$ cat config.mk
export PLATFORM = sky130hd
export DESIGN_NAME = lidar_sector_min_binner_top_flat
export DESIGN_NICKNAME = d
export VERILOG_FILES = /design/src/lsmb_pkg.sv /design/src/lsmb_req_if.sv /design/src/lsmb_rsp_if.sv /design/src/lsmb_csr_if.sv /design/src/lidar_sector_min_binner_top.sv /design/src/flat_wrapper.sv
export SDC_FILE = /design/constraint.sdc
export NUM_CORES = 1
export LEC_CHECK = 0
export ABC_AREA = 0
export BUFFER_PORTS_ARGS = -buffer_cell sky130_fd_sc_hd__buf_2
export CAP_MARGIN = 20
export CORE_ASPECT_RATIO = 0.7
export CORE_UTILIZATION = 55
export CTS_CLUSTER_DIAMETER = 40
export DETAILED_ROUTE_END_ITERATION = 8
export PLACE_DENSITY = 0.72
export RECOVER_POWER = 100
export SYNTH_ARGS = -nofsm -noshare
export SYNTH_HDL_FRONTEND = slang
export SYNTH_SLANG_ARGS = --single-unit
$ cat constraint.sdc
create_clock -name clock -period 10.1 [get_ports clock]
set_clock_uncertainty 0.1 [all_clocks]
set_input_delay 2.02 -clock clock [delete_from_list [all_inputs] [get_ports clock]]
set_output_delay 2.02 -clock clock [all_outputs]
set_load 0.03 [all_outputs]
$ cat src/lsmb_pkg.sv
// shared constants, types and helper functions of the lidar sector minimum binner
package lsmb_pkg;

   localparam int SECTOR_COUNT = 72;
   localparam int SAMPLE_BITS  = 16;
   localparam int MAX_RESULTS  = 36;

   localparam int RANGE_W  = 16;
   localparam int COUNT_W  = 12;
   localparam int SECTOR_W = 7;
   localparam int CM_W     = 16;
   localparam int CSR_IDX_W = 2;
   localparam int PER_W    = COUNT_W + 1;
   localparam int FLUSH_W  = $clog2(SECTOR_COUNT + MAX_RESULTS);

   localparam logic [RANGE_W-1:0]  SAMPLE_MASK = RANGE_W'((64'd1 << SAMPLE_BITS) - 64'd1);
   localparam logic [SECTOR_W-1:0] LAST_SECTOR = SECTOR_W'(SECTOR_COUNT - 1);

   // reciprocal of the sector count for the per-sector length
   localparam int RECIP_SHIFT = 24;
   localparam longint unsigned RECIP =
      ((64'd1 << RECIP_SHIFT) + SECTOR_COUNT - 1) / SECTOR_COUNT;

   localparam logic [RANGE_W-1:0] MIN_RANGE_RST   = 16'd38;
   localparam logic [RANGE_W-1:0] MAX_RANGE_RST   = 16'd3072;
   localparam logic [COUNT_W-1:0] SCAN_POINTS_RST = 12'd1440;

   typedef enum logic [CSR_IDX_W-1:0] {
      CSR_MIN_RANGE   = 2'd0,
      CSR_MAX_RANGE   = 2'd1,
      CSR_SCAN_POINTS = 2'd2
   } csr_reg_type;

   typedef struct packed {
      logic [SECTOR_W-1:0] sector_index;
      logic [CM_W-1:0]     distance_cm;
      logic                last_sector;
   } result_type;

   // q8.8 metres to centimetres, at most 25599 so no saturation is needed
   function automatic logic [CM_W-1:0] to_cm(input logic [RANGE_W-1:0] q);
      logic [RANGE_W+6:0] prod;
      prod = (RANGE_W+7)'(q) * (RANGE_W+7)'(100);
      return CM_W'(prod >> 8);
   endfunction

   function automatic logic [CM_W-1:0] empty_cm_of(input logic [RANGE_W-1:0] max_range);
      return to_cm(max_range) + CM_W'(1);
   endfunction

   function automatic logic [COUNT_W-1:0] points_of(input logic [COUNT_W-1:0] scan_points);
      return (scan_points < COUNT_W'(SECTOR_COUNT)) ? COUNT_W'(SECTOR_COUNT) : scan_points;
   endfunction

   // ceil(points / SECTOR_COUNT) by reciprocal multiply
   function automatic logic [PER_W-1:0] per_sector_of(input logic [COUNT_W-1:0] scan_points);
      logic [PER_W-1:0] x;
      logic [39:0]      prod;
      x    = PER_W'(points_of(scan_points)) + PER_W'(SECTOR_COUNT - 1);
      prod = 40'(x) * 40'(RECIP);
      return PER_W'(prod >> RECIP_SHIFT);
   endfunction

endpackage

$ cat src/lsmb_req_if.sv
// input channel carrying one range sample per item
interface lsmb_req_if import lsmb_pkg::*; ();
   logic               valid;
   logic               ready;
   logic [RANGE_W-1:0] range_sample;

   modport source (output valid, output range_sample, input ready);
   modport sink (input valid, input range_sample, output ready);
endinterface

$ cat src/lsmb_rsp_if.sv
// result channel carrying one sector distance per item
interface lsmb_rsp_if import lsmb_pkg::*; ();
   logic                valid;
   logic                ready;
   logic [SECTOR_W-1:0] sector_index;
   logic [CM_W-1:0]     distance_cm;
   logic                last_sector;

   modport source (output valid, output sector_index, output distance_cm,
                   output last_sector, input ready);
   modport sink (input valid, input sector_index, input distance_cm,
                 input last_sector, output ready);
endinterface

$ cat src/lsmb_csr_if.sv
// register write channel
interface lsmb_csr_if import lsmb_pkg::*; ();
   logic                 valid;
   logic                 ready;
   logic [CSR_IDX_W-1:0] index;
   logic [RANGE_W-1:0]   data;

   modport source (output valid, output index, output data, input ready);
   modport sink (input valid, input index, input data, output ready);
endinterface

$ cat src/lidar_sector_min_binner_top.sv
// Lidar sector minimum binner: takes one range sample per cycle, keeps the
// closest in-range sample of each angular sector and emits one centimetre
// distance per sector. Samples are accepted one per cycle unless a flush runs
// or the queue is full; the compare, the sector counting and the conversion
// to centimetres sit between the input handshake and a two-entry result queue,
// so an item that closes a sector is queued as it is accepted. The sample that
// ends a scan queues the open sector and starts a flush sequencer that emits
// the later sectors, one per cycle while the queue has room, up to 36 results
// in all; no sample is taken until the flush has been queued. A sample is
// accepted while one result waits. Register writes are taken in any cycle.
module lidar_sector_min_binner_top import lsmb_pkg::*; (
   input logic         clock,
   input logic         reset,
   lsmb_req_if.sink    req_ch,
   lsmb_rsp_if.source  rsp_ch,
   lsmb_csr_if.sink    csr_ch
);

   // configuration and values derived from it at write time
   logic [RANGE_W-1:0]  min_range_ff;
   logic [RANGE_W-1:0]  max_range_ff;
   logic [COUNT_W-1:0]  points_ff;
   logic [PER_W-1:0]    per_sector_ff;
   logic [CM_W-1:0]     empty_cm_ff;

   // scan state
   logic [COUNT_W-1:0]  sample_in_sector_ff;
   logic [COUNT_W-1:0]  sample_in_scan_ff;
   logic [SECTOR_W-1:0] current_sector_ff;
   logic [RANGE_W-1:0]  sector_minimum_ff;
   logic                minimum_found_ff;

   // flush sequencer
   logic                flush_active_ff;
   logic [SECTOR_W-1:0] flush_sector_ff;
   logic [SECTOR_W-1:0] flush_end_ff;

   // result queue
   result_type          queue_ff [2];
   logic                wr_ptr_ff;
   logic                rd_ptr_ff;
   logic [1:0]          count_ff;

   logic                csr_write;
   logic                accept;
   logic [RANGE_W-1:0]  sample;
   logic                take;
   logic [RANGE_W-1:0]  minimum_in;
   logic                found_in;
   logic [PER_W-1:0]    scan_next;
   logic [PER_W-1:0]    sec_count;
   logic                scan_end;
   logic                sector_done;
   logic [FLUSH_W-1:0]  flush_sum;
   logic [SECTOR_W-1:0] flush_end_in;
   logic                queue_full;
   logic                pop;
   logic                item_push;
   logic                flush_push;
   logic                push;
   result_type          push_data;

   assign csr_ch.ready = 1'b1;
   assign csr_write    = csr_ch.valid && csr_ch.ready;

   always_ff @(posedge clock) begin
      if (reset) begin
         min_range_ff  <= MIN_RANGE_RST;
         max_range_ff  <= MAX_RANGE_RST;
         empty_cm_ff   <= empty_cm_of(MAX_RANGE_RST);
         points_ff     <= points_of(SCAN_POINTS_RST);
         per_sector_ff <= per_sector_of(SCAN_POINTS_RST);
      end else if (csr_write) begin
         case (csr_reg_type'(csr_ch.index))
            CSR_MIN_RANGE: begin
               min_range_ff <= csr_ch.data;
            end
            CSR_MAX_RANGE: begin
               max_range_ff <= csr_ch.data;
               empty_cm_ff  <= empty_cm_of(csr_ch.data);
            end
            CSR_SCAN_POINTS: begin
               points_ff     <= points_of(csr_ch.data[COUNT_W-1:0]);
               per_sector_ff <= per_sector_of(csr_ch.data[COUNT_W-1:0]);
            end
            default: begin
            end
         endcase
      end
   end

   assign queue_full    = (count_ff == 2'd2);
   assign pop           = rsp_ch.valid && rsp_ch.ready;
   assign req_ch.ready  = !flush_active_ff && !queue_full;
   assign accept        = req_ch.valid && req_ch.ready;

   always_comb begin
      sample      = req_ch.range_sample & SAMPLE_MASK;
      take        = (sample > min_range_ff) && (sample < max_range_ff) &&
                    (!minimum_found_ff || (sample < sector_minimum_ff));
      minimum_in  = take ? sample : sector_minimum_ff;
      found_in    = take || minimum_found_ff;
      scan_next   = PER_W'(sample_in_scan_ff) + PER_W'(1);
      sec_count   = PER_W'(sample_in_sector_ff) + PER_W'(1);
      scan_end    = (scan_next >= PER_W'(points_ff));
      sector_done = (sec_count >= per_sector_ff) && (current_sector_ff != LAST_SECTOR);
      // flush covers at most MAX_RESULTS sectors starting at the open one
      flush_sum    = FLUSH_W'(current_sector_ff) + FLUSH_W'(MAX_RESULTS - 1);
      flush_end_in = (flush_sum > FLUSH_W'(LAST_SECTOR)) ? LAST_SECTOR
                                                           : SECTOR_W'(flush_sum);
   end

   assign item_push  = accept && (scan_end || sector_done);
   assign flush_push = flush_active_ff && (!queue_full || pop);
   assign push       = item_push || flush_push;

   always_comb begin
      if (flush_push) begin
         push_data.sector_index = flush_sector_ff;
         push_data.distance_cm  = empty_cm_ff;
         push_data.last_sector  = (flush_sector_ff == flush_end_ff);
      end else begin
         push_data.sector_index = current_sector_ff;
         push_data.distance_cm  = found_in ? to_cm(minimum_in) : empty_cm_ff;
         push_data.last_sector  = scan_end && (current_sector_ff == LAST_SECTOR);
      end
   end

   always_ff @(posedge clock) begin
      if (reset) begin
         sample_in_sector_ff <= '0;
         sample_in_scan_ff   <= '0;
         current_sector_ff   <= '0;
         sector_minimum_ff   <= SAMPLE_MASK;
         minimum_found_ff    <= 1'b0;
      end else if (accept) begin
         if (scan_end) begin
            sample_in_sector_ff <= '0;
            sample_in_scan_ff   <= '0;
            current_sector_ff   <= '0;
            sector_minimum_ff   <= SAMPLE_MASK;
            minimum_found_ff    <= 1'b0;
         end else begin
            sample_in_scan_ff <= scan_next[COUNT_W-1:0];
            if (sector_done) begin
               current_sector_ff   <= current_sector_ff + SECTOR_W'(1);
               sample_in_sector_ff <= '0;
               sector_minimum_ff   <= SAMPLE_MASK;
               minimum_found_ff    <= 1'b0;
            end else begin
               // the last sector keeps counting, so hold at the top
               sample_in_sector_ff <= sec_count[COUNT_W] ? '1 : sec_count[COUNT_W-1:0];
               sector_minimum_ff   <= minimum_in;
               minimum_found_ff    <= found_in;
            end
         end
      end
   end

   always_ff @(posedge clock) begin
      if (reset) begin
         flush_active_ff <= 1'b0;
         flush_sector_ff <= '0;
         flush_end_ff    <= '0;
      end else if (accept && scan_end && (current_sector_ff != LAST_SECTOR)) begin
         flush_active_ff <= 1'b1;
         flush_sector_ff <= current_sector_ff + SECTOR_W'(1);
         flush_end_ff    <= flush_end_in;
      end else if (flush_push) begin
         if (flush_sector_ff == flush_end_ff) begin
            flush_active_ff <= 1'b0;
         end else begin
            flush_sector_ff <= flush_sector_ff + SECTOR_W'(1);
         end
      end
   end

   always_ff @(posedge clock) begin
      if (push) begin
         queue_ff[wr_ptr_ff] <= push_data;
      end
   end

   always_ff @(posedge clock) begin
      if (reset) begin
         wr_ptr_ff <= 1'b0;
         rd_ptr_ff <= 1'b0;
         count_ff  <= 2'd0;
      end else begin
         if (push) begin
            wr_ptr_ff <= !wr_ptr_ff;
         end
         if (pop) begin
            rd_ptr_ff <= !rd_ptr_ff;
         end
         case ({push, pop})
            2'b10:   count_ff <= count_ff + 2'd1;
            2'b01:   count_ff <= count_ff - 2'd1;
            default: count_ff <= count_ff;
         endcase
      end
   end

   assign rsp_ch.valid        = (count_ff != 2'd0);
   assign rsp_ch.sector_index = queue_ff[rd_ptr_ff].sector_index;
   assign rsp_ch.distance_cm  = queue_ff[rd_ptr_ff].distance_cm;
   assign rsp_ch.last_sector  = queue_ff[rd_ptr_ff].last_sector;

`ifndef ASSERT_OFF
   a_queue_no_overflow: assert property (@(posedge clock) disable iff (reset)
      push |-> (!queue_full || pop))
      else $error("result queue written while full");

   a_queue_count_range: assert property (@(posedge clock) disable iff (reset)
      count_ff != 2'd3)
      else $error("result queue count out of range");

   a_scan_end_clears: assert property (@(posedge clock) disable iff (reset)
      (accept && scan_end) |=> (sample_in_scan_ff == '0) && (current_sector_ff == '0) &&
                               !minimum_found_ff)
      else $error("scan state not cleared after scan end");

   a_flush_bounds: assert property (@(posedge clock) disable iff (reset)
      flush_active_ff |-> (flush_sector_ff <= flush_end_ff) && (flush_end_ff <= LAST_SECTOR))
      else $error("flush sector outside its range");
`endif

endmodule
$ cat src/flat_wrapper.sv
// flat-port wrapper written by rule: the top's interface ports become plain ports
module lidar_sector_min_binner_top_flat import lsmb_pkg::*;
  (clock, reset, req_ch_valid, req_ch_range_sample, req_ch_ready, rsp_ch_valid, rsp_ch_sector_index, rsp_ch_distance_cm, rsp_ch_last_sector, rsp_ch_ready, csr_ch_valid, csr_ch_index, csr_ch_data, csr_ch_ready);
  lsmb_req_if req_ch_i ();
  lsmb_rsp_if rsp_ch_i ();
  lsmb_csr_if csr_ch_i ();
  input logic clock;
  input logic reset;
  input wire logic [$bits(req_ch_i.valid)-1:0] req_ch_valid;
  input wire logic [$bits(req_ch_i.range_sample)-1:0] req_ch_range_sample;
  output wire logic [$bits(req_ch_i.ready)-1:0] req_ch_ready;
  output wire logic [$bits(rsp_ch_i.valid)-1:0] rsp_ch_valid;
  output wire logic [$bits(rsp_ch_i.sector_index)-1:0] rsp_ch_sector_index;
  output wire logic [$bits(rsp_ch_i.distance_cm)-1:0] rsp_ch_distance_cm;
  output wire logic [$bits(rsp_ch_i.last_sector)-1:0] rsp_ch_last_sector;
  input wire logic [$bits(rsp_ch_i.ready)-1:0] rsp_ch_ready;
  input wire logic [$bits(csr_ch_i.valid)-1:0] csr_ch_valid;
  input wire logic [$bits(csr_ch_i.index)-1:0] csr_ch_index;
  input wire logic [$bits(csr_ch_i.data)-1:0] csr_ch_data;
  output wire logic [$bits(csr_ch_i.ready)-1:0] csr_ch_ready;
  assign req_ch_i.valid = req_ch_valid;
  assign req_ch_i.range_sample = req_ch_range_sample;
  assign req_ch_ready = req_ch_i.ready;
  assign rsp_ch_valid = rsp_ch_i.valid;
  assign rsp_ch_sector_index = rsp_ch_i.sector_index;
  assign rsp_ch_distance_cm = rsp_ch_i.distance_cm;
  assign rsp_ch_last_sector = rsp_ch_i.last_sector;
  assign rsp_ch_i.ready = rsp_ch_ready;
  assign csr_ch_i.valid = csr_ch_valid;
  assign csr_ch_i.index = csr_ch_index;
  assign csr_ch_i.data = csr_ch_data;
  assign csr_ch_ready = csr_ch_i.ready;
  lidar_sector_min_binner_top u_core (.clock(clock), .reset(reset), .req_ch(req_ch_i), .rsp_ch(rsp_ch_i), .csr_ch(csr_ch_i));
endmodule
==> results.md <==
- Fillcell total: between 2,000 and 3,000
- # Post-CTS Setup Buffers: 0
- CTS Hold Buffers Added: 0
- Area of the die: 30,000 um2
- Synth Area in Simple Gates: 0.141
- Startpoint class of the critical path: primary input
- Met3 routed WL: between 1.5 and 2 mm
- Yosys top cell area share: 0.205
- Placed Instances: roughly 2,200
- First-pass GRT wire length: 62.5 mm
- Htree depth: 4
- Crit path launch: csr_ch_data[4]
- Number of max-cap violations: 3
- Mapped Area: about 16,000 um2
- Reg area: 4140 um2
- DRC Markers: 16
- Clk Latency, worst-skew pair: about 0.45 ns
- Ys async rst share: 0
- Clock buffer depth: 2
- CP max-delay cell: fa_1
- First-pass iteration count of the detailed router: 8
- Die Width: approximately 210 um
- Post-synthesis xor/xnor area fraction: 0.0503
- Worst-path maximum fanout: 11
- Total congestion overflow: 0
- Clock Power Share: 0.185
- Vias in the first global route: about 13,000
- Largest net degree at the start of global routing: 85
- Hold path start: u_core.max_range_ff[3]
- Top cell by count, worst path: inv_1
- Final setup violation count: 0
- Die Y: ~150 um
- HP Class: reg -> reg
- Adder-cell share of the synthesized area: 0.299
- Area leader, netlist: ha_1
- CTS root buffer: clkbuf_16
- Multi-input gate area: about 11,000 um2
- Yosys cell types: between 70 and 80
- Reg clk slew, reported paths: 0.07 ns
- Seq/Total Area, Yosys: 0.257
- Metal-1 WL: about 18 mm
- Status: finished, violations left
- Routed length on met2: 17.6 mm
- Share of cells above drive strength 1: 0.0629
- Ports: 66
- DP HPWL: 29.4 mm
- Final worst path period share: 0.950
- FP Rows: 52
- Combinational family with the most area after synthesis: adder cells
- Vias: approximately 13,000
- Net count after synthesis: between 2,000 and 2,500
- Slew HR: -0.176
- Final Core Density: 0.600
- Final instance area: between 15,000 and 20,000 um2
- Max VDD drop: around 0.00028 V
- ANT nets after route: 0
- Pwr/cell area: between 200 and 250 nW/um2
- Critical R2R Launch: u_core.sector_minimum_ff[2]
- Yosys reg bits: roughly 180
- Uppermost layer routed: met4
- Top delay family on crit path: adder cells
- WHS Path Cells: 2
- Worst slew pin tran: between 1.5 and 2 ns
- Post-synth EDFFs: 48
- Final Max Slew Viols: a little under 70
- Comb power frac: 0.594
- CTS buffer count: 17
- FMAX: about 0.10 GHz
- Clock Sinks: roughly 180
- Initial Util: 0.559
- Ys Warns: 0
- Fin crit period: 9.60 ns
- Vias/cell: 5.66
- Worst EP arrival: between 9 and 10 ns
- GPL Wtd Cong: about 0.92
- Avg WL per Cell: 16.6 um
- Nets@finish: 2,256
- Tot GR Track Use: 0.261
- Ys flop type: dfxtp_1
- Routed WL: 37.7 mm
- Top area cells in the synthesized netlist: ha_1 (21%), dfxtp_1 (17%), fa_1 (9.3%), edfxtp_1 (9.0%), inv_1 (6.4%)
- Drt initial violations: between 800 and 900
- R2r worst-path depth: 23
- Layout area overhead: 7.33%
- Levels on crit path: 34
- Kind of critical path: in -> reg
- Setup TNS: 0 ns
- Synth Area in Compound Gates: 0.149
- Psw: 1.61 mW
- Failing checks: design-rule violations, max-capacitance violations, max-slew violations
- Int Power: between 2 and 2.5 mW
- CTS tree: yes
- RSZ-0062 raised after global routing: no
- Crit. End Element: flop
- Leak: around 8.0 nW
- Worst Path Buf+Inv: 7
- Port Buffers: 64
- WP data required: 10.31 ns
- Syn Area/Cell: around 8.7 um2
- Sequential Power Share: 0.221
- Dpl cell area: between 15,000 and 20,000 um2
- Post-synthesis mux area share: 0.0235
- Max incr delay on CP: about 0.63 ns
- Final hold violation count: 0
- WHS: 0.354 ns
- Cells after synthesis: ~1,800
- Final cell count without fillers: 2,270
- Initial antenna violation count: 1
- Sw Ratio: 0.435
- Core ar.: slightly below 30,000 um2
## through the flow
step           worst slack (ns)  total power, mW
6_report                  0.502             3.69
3_5_place_dp              0.105             3.01
4_1_cts                   0.536             3.71
5_1_grt                  0.0404             4.05
2_1_floorplan              1.15             2.51
3_3_place_gp              0.297             2.93
## sequential cells by signal (all words and copies together) (netlist names), named ones only
signal                      flops
u_core.max_range_ff            16
u_core.min_range_ff            16
u_core.sample_in_sector_ff     12
u_core.rd_ptr_ff                1
u_core.sample_in_scan_ff       12
u_core.sector_minimum_ff       16
u_core.empty_cm_ff             16
u_core.queue_ff                48
u_core.points_ff               12
u_core.flush_active_ff          1
u_core.wr_ptr_ff                1
u_core.flush_end_ff             7
u_core.per_sector_ff            7
u_core.current_sector_ff        7
u_core.flush_sector_ff          7
u_core.minimum_found_ff         1
u_core.count_ff                 2
## power groups by stage
stage / registers (mW) / clock network [mW] / logic (mW)
floorplan: 0.828 / 0 / 1.68
global placement: 0.833 / 0 / 2.10
detailed placement: 0.833 / 0 / 2.18
CTS: 0.816 / 0.692 / 2.20
global route: 0.819 / 0.720 / 2.52
finish: 0.816 / 0.682 / 2.19
## tightest hold or removal path: stages (launching register included)
cell     delay, ns
dfxtp_1       0.31
nand2_1       0.05
a21oi_1       0.05
## synthesized netlist by cell type (all sizes together), types with 4 or more instances
cell type / n
inv: 275
ha: 264
nand2: 195
a21oi: 135
dfxtp: 135
nor2: 81
o21ai: 76
fa: 75
clkbuf: 56
xnor2: 53
nand3: 49
edfxtp: 48
xor2: 37
mux2: 30
o211ai: 30
nor3: 29
a21o: 28
a211oi: 23
or3: 19
and3: 14
nand4: 14
nor2b: 13
a31oi: 12
and2: 12
nor3b: 8
o21a: 8
o31ai: 8
buf: 7
nand2b: 7
o32ai: 7
a22o: 6
nand3b: 6
nor4: 6
o21bai: 6
nor4b: 5
or2: 5
a41o: 4
mux2i: 4
o311ai: 4
or4: 4
## cells in the final DEF, fill, tap and decap left out, types with 6 or more instances in the layout
master     netlist  final
a211oi_1        22     22
a21o_1          28     28
a21oi_1        134    134
a22o_1           6      6
a31oi_1         12     12
and2_1          12     10
and3_1          14     14
buf_2            0     35
buf_4            1      8
clkbuf_1        56     38
clkbuf_16        0     19
dfxtp_1        135    135
edfxtp_1        48     48
fa_1            75     75
ha_1           264    264
inv_1          275    275
mux2_2          30     28
nand2_1        195    195
nand2b_1         7      7
nand3_1         49     49
nand3b_1         6      6
nand4_1         13     13
nor2_1          81     79
nor2b_1         13     12
nor3_1          28     28
nor3b_1          8      8
nor4_1           6      6
o211ai_1        30     30
o21a_1           8      8
o21ai_0         75     75
o21bai_1         6      6
o31ai_1          8      8
o32ai_1          7      7
or3_1           19     19
xnor2_1         53     53
xor2_1          37     37
## layer usage
metal  track usage  up-vias
li1              -     6387
met1         0.361     6101
met2         0.427      313
met3        0.0418       45
met4        0.0548        0
met5             0        -
## kinds of logic after synthesis
group                      Yosys count
DFF                                183
buffers and inverters              339
AOI/OAI and AO/OA                  379
and+or+nand+nor                    475
adders and majority gates          340
other                                1
muxes                               34
xor gates and xnor gates            91
## area by class of cell
| type | instances | area share |
|---|---|---|
| Multi-Input combinational cell | 1320 | 0.617 |
| Antenna cell | 1 | 0.000145 |
| Inverter | 276 | 0.0599 |
| Clock inverter | 12 | 0.00681 |
| Timing Repair Buffer | 80 | 0.0216 |
| Sequential cell | 183 | 0.240 |
| Clock buffer | 20 | 0.0277 |
| Tap cell | 378 | 0.0274 |
## final timing paths
check                            endpoint  slack, ns
setup / recovery  u_core.per_sector_ff[6]       0.50
hold / removal     u_core.max_range_ff[3]       0.35
setup reg to reg   u_core.queue_ff[0][15]       3.30
hold reg to reg    u_core.max_range_ff[3]       0.35
## what timing repair did
action                                 in CTS  in global routing
setup endpoints to repair                   0                  2
endpoints found under the hold margin       0                  0
gates resized for setup                     0                  1
Power figures use the tool's default switching activity.
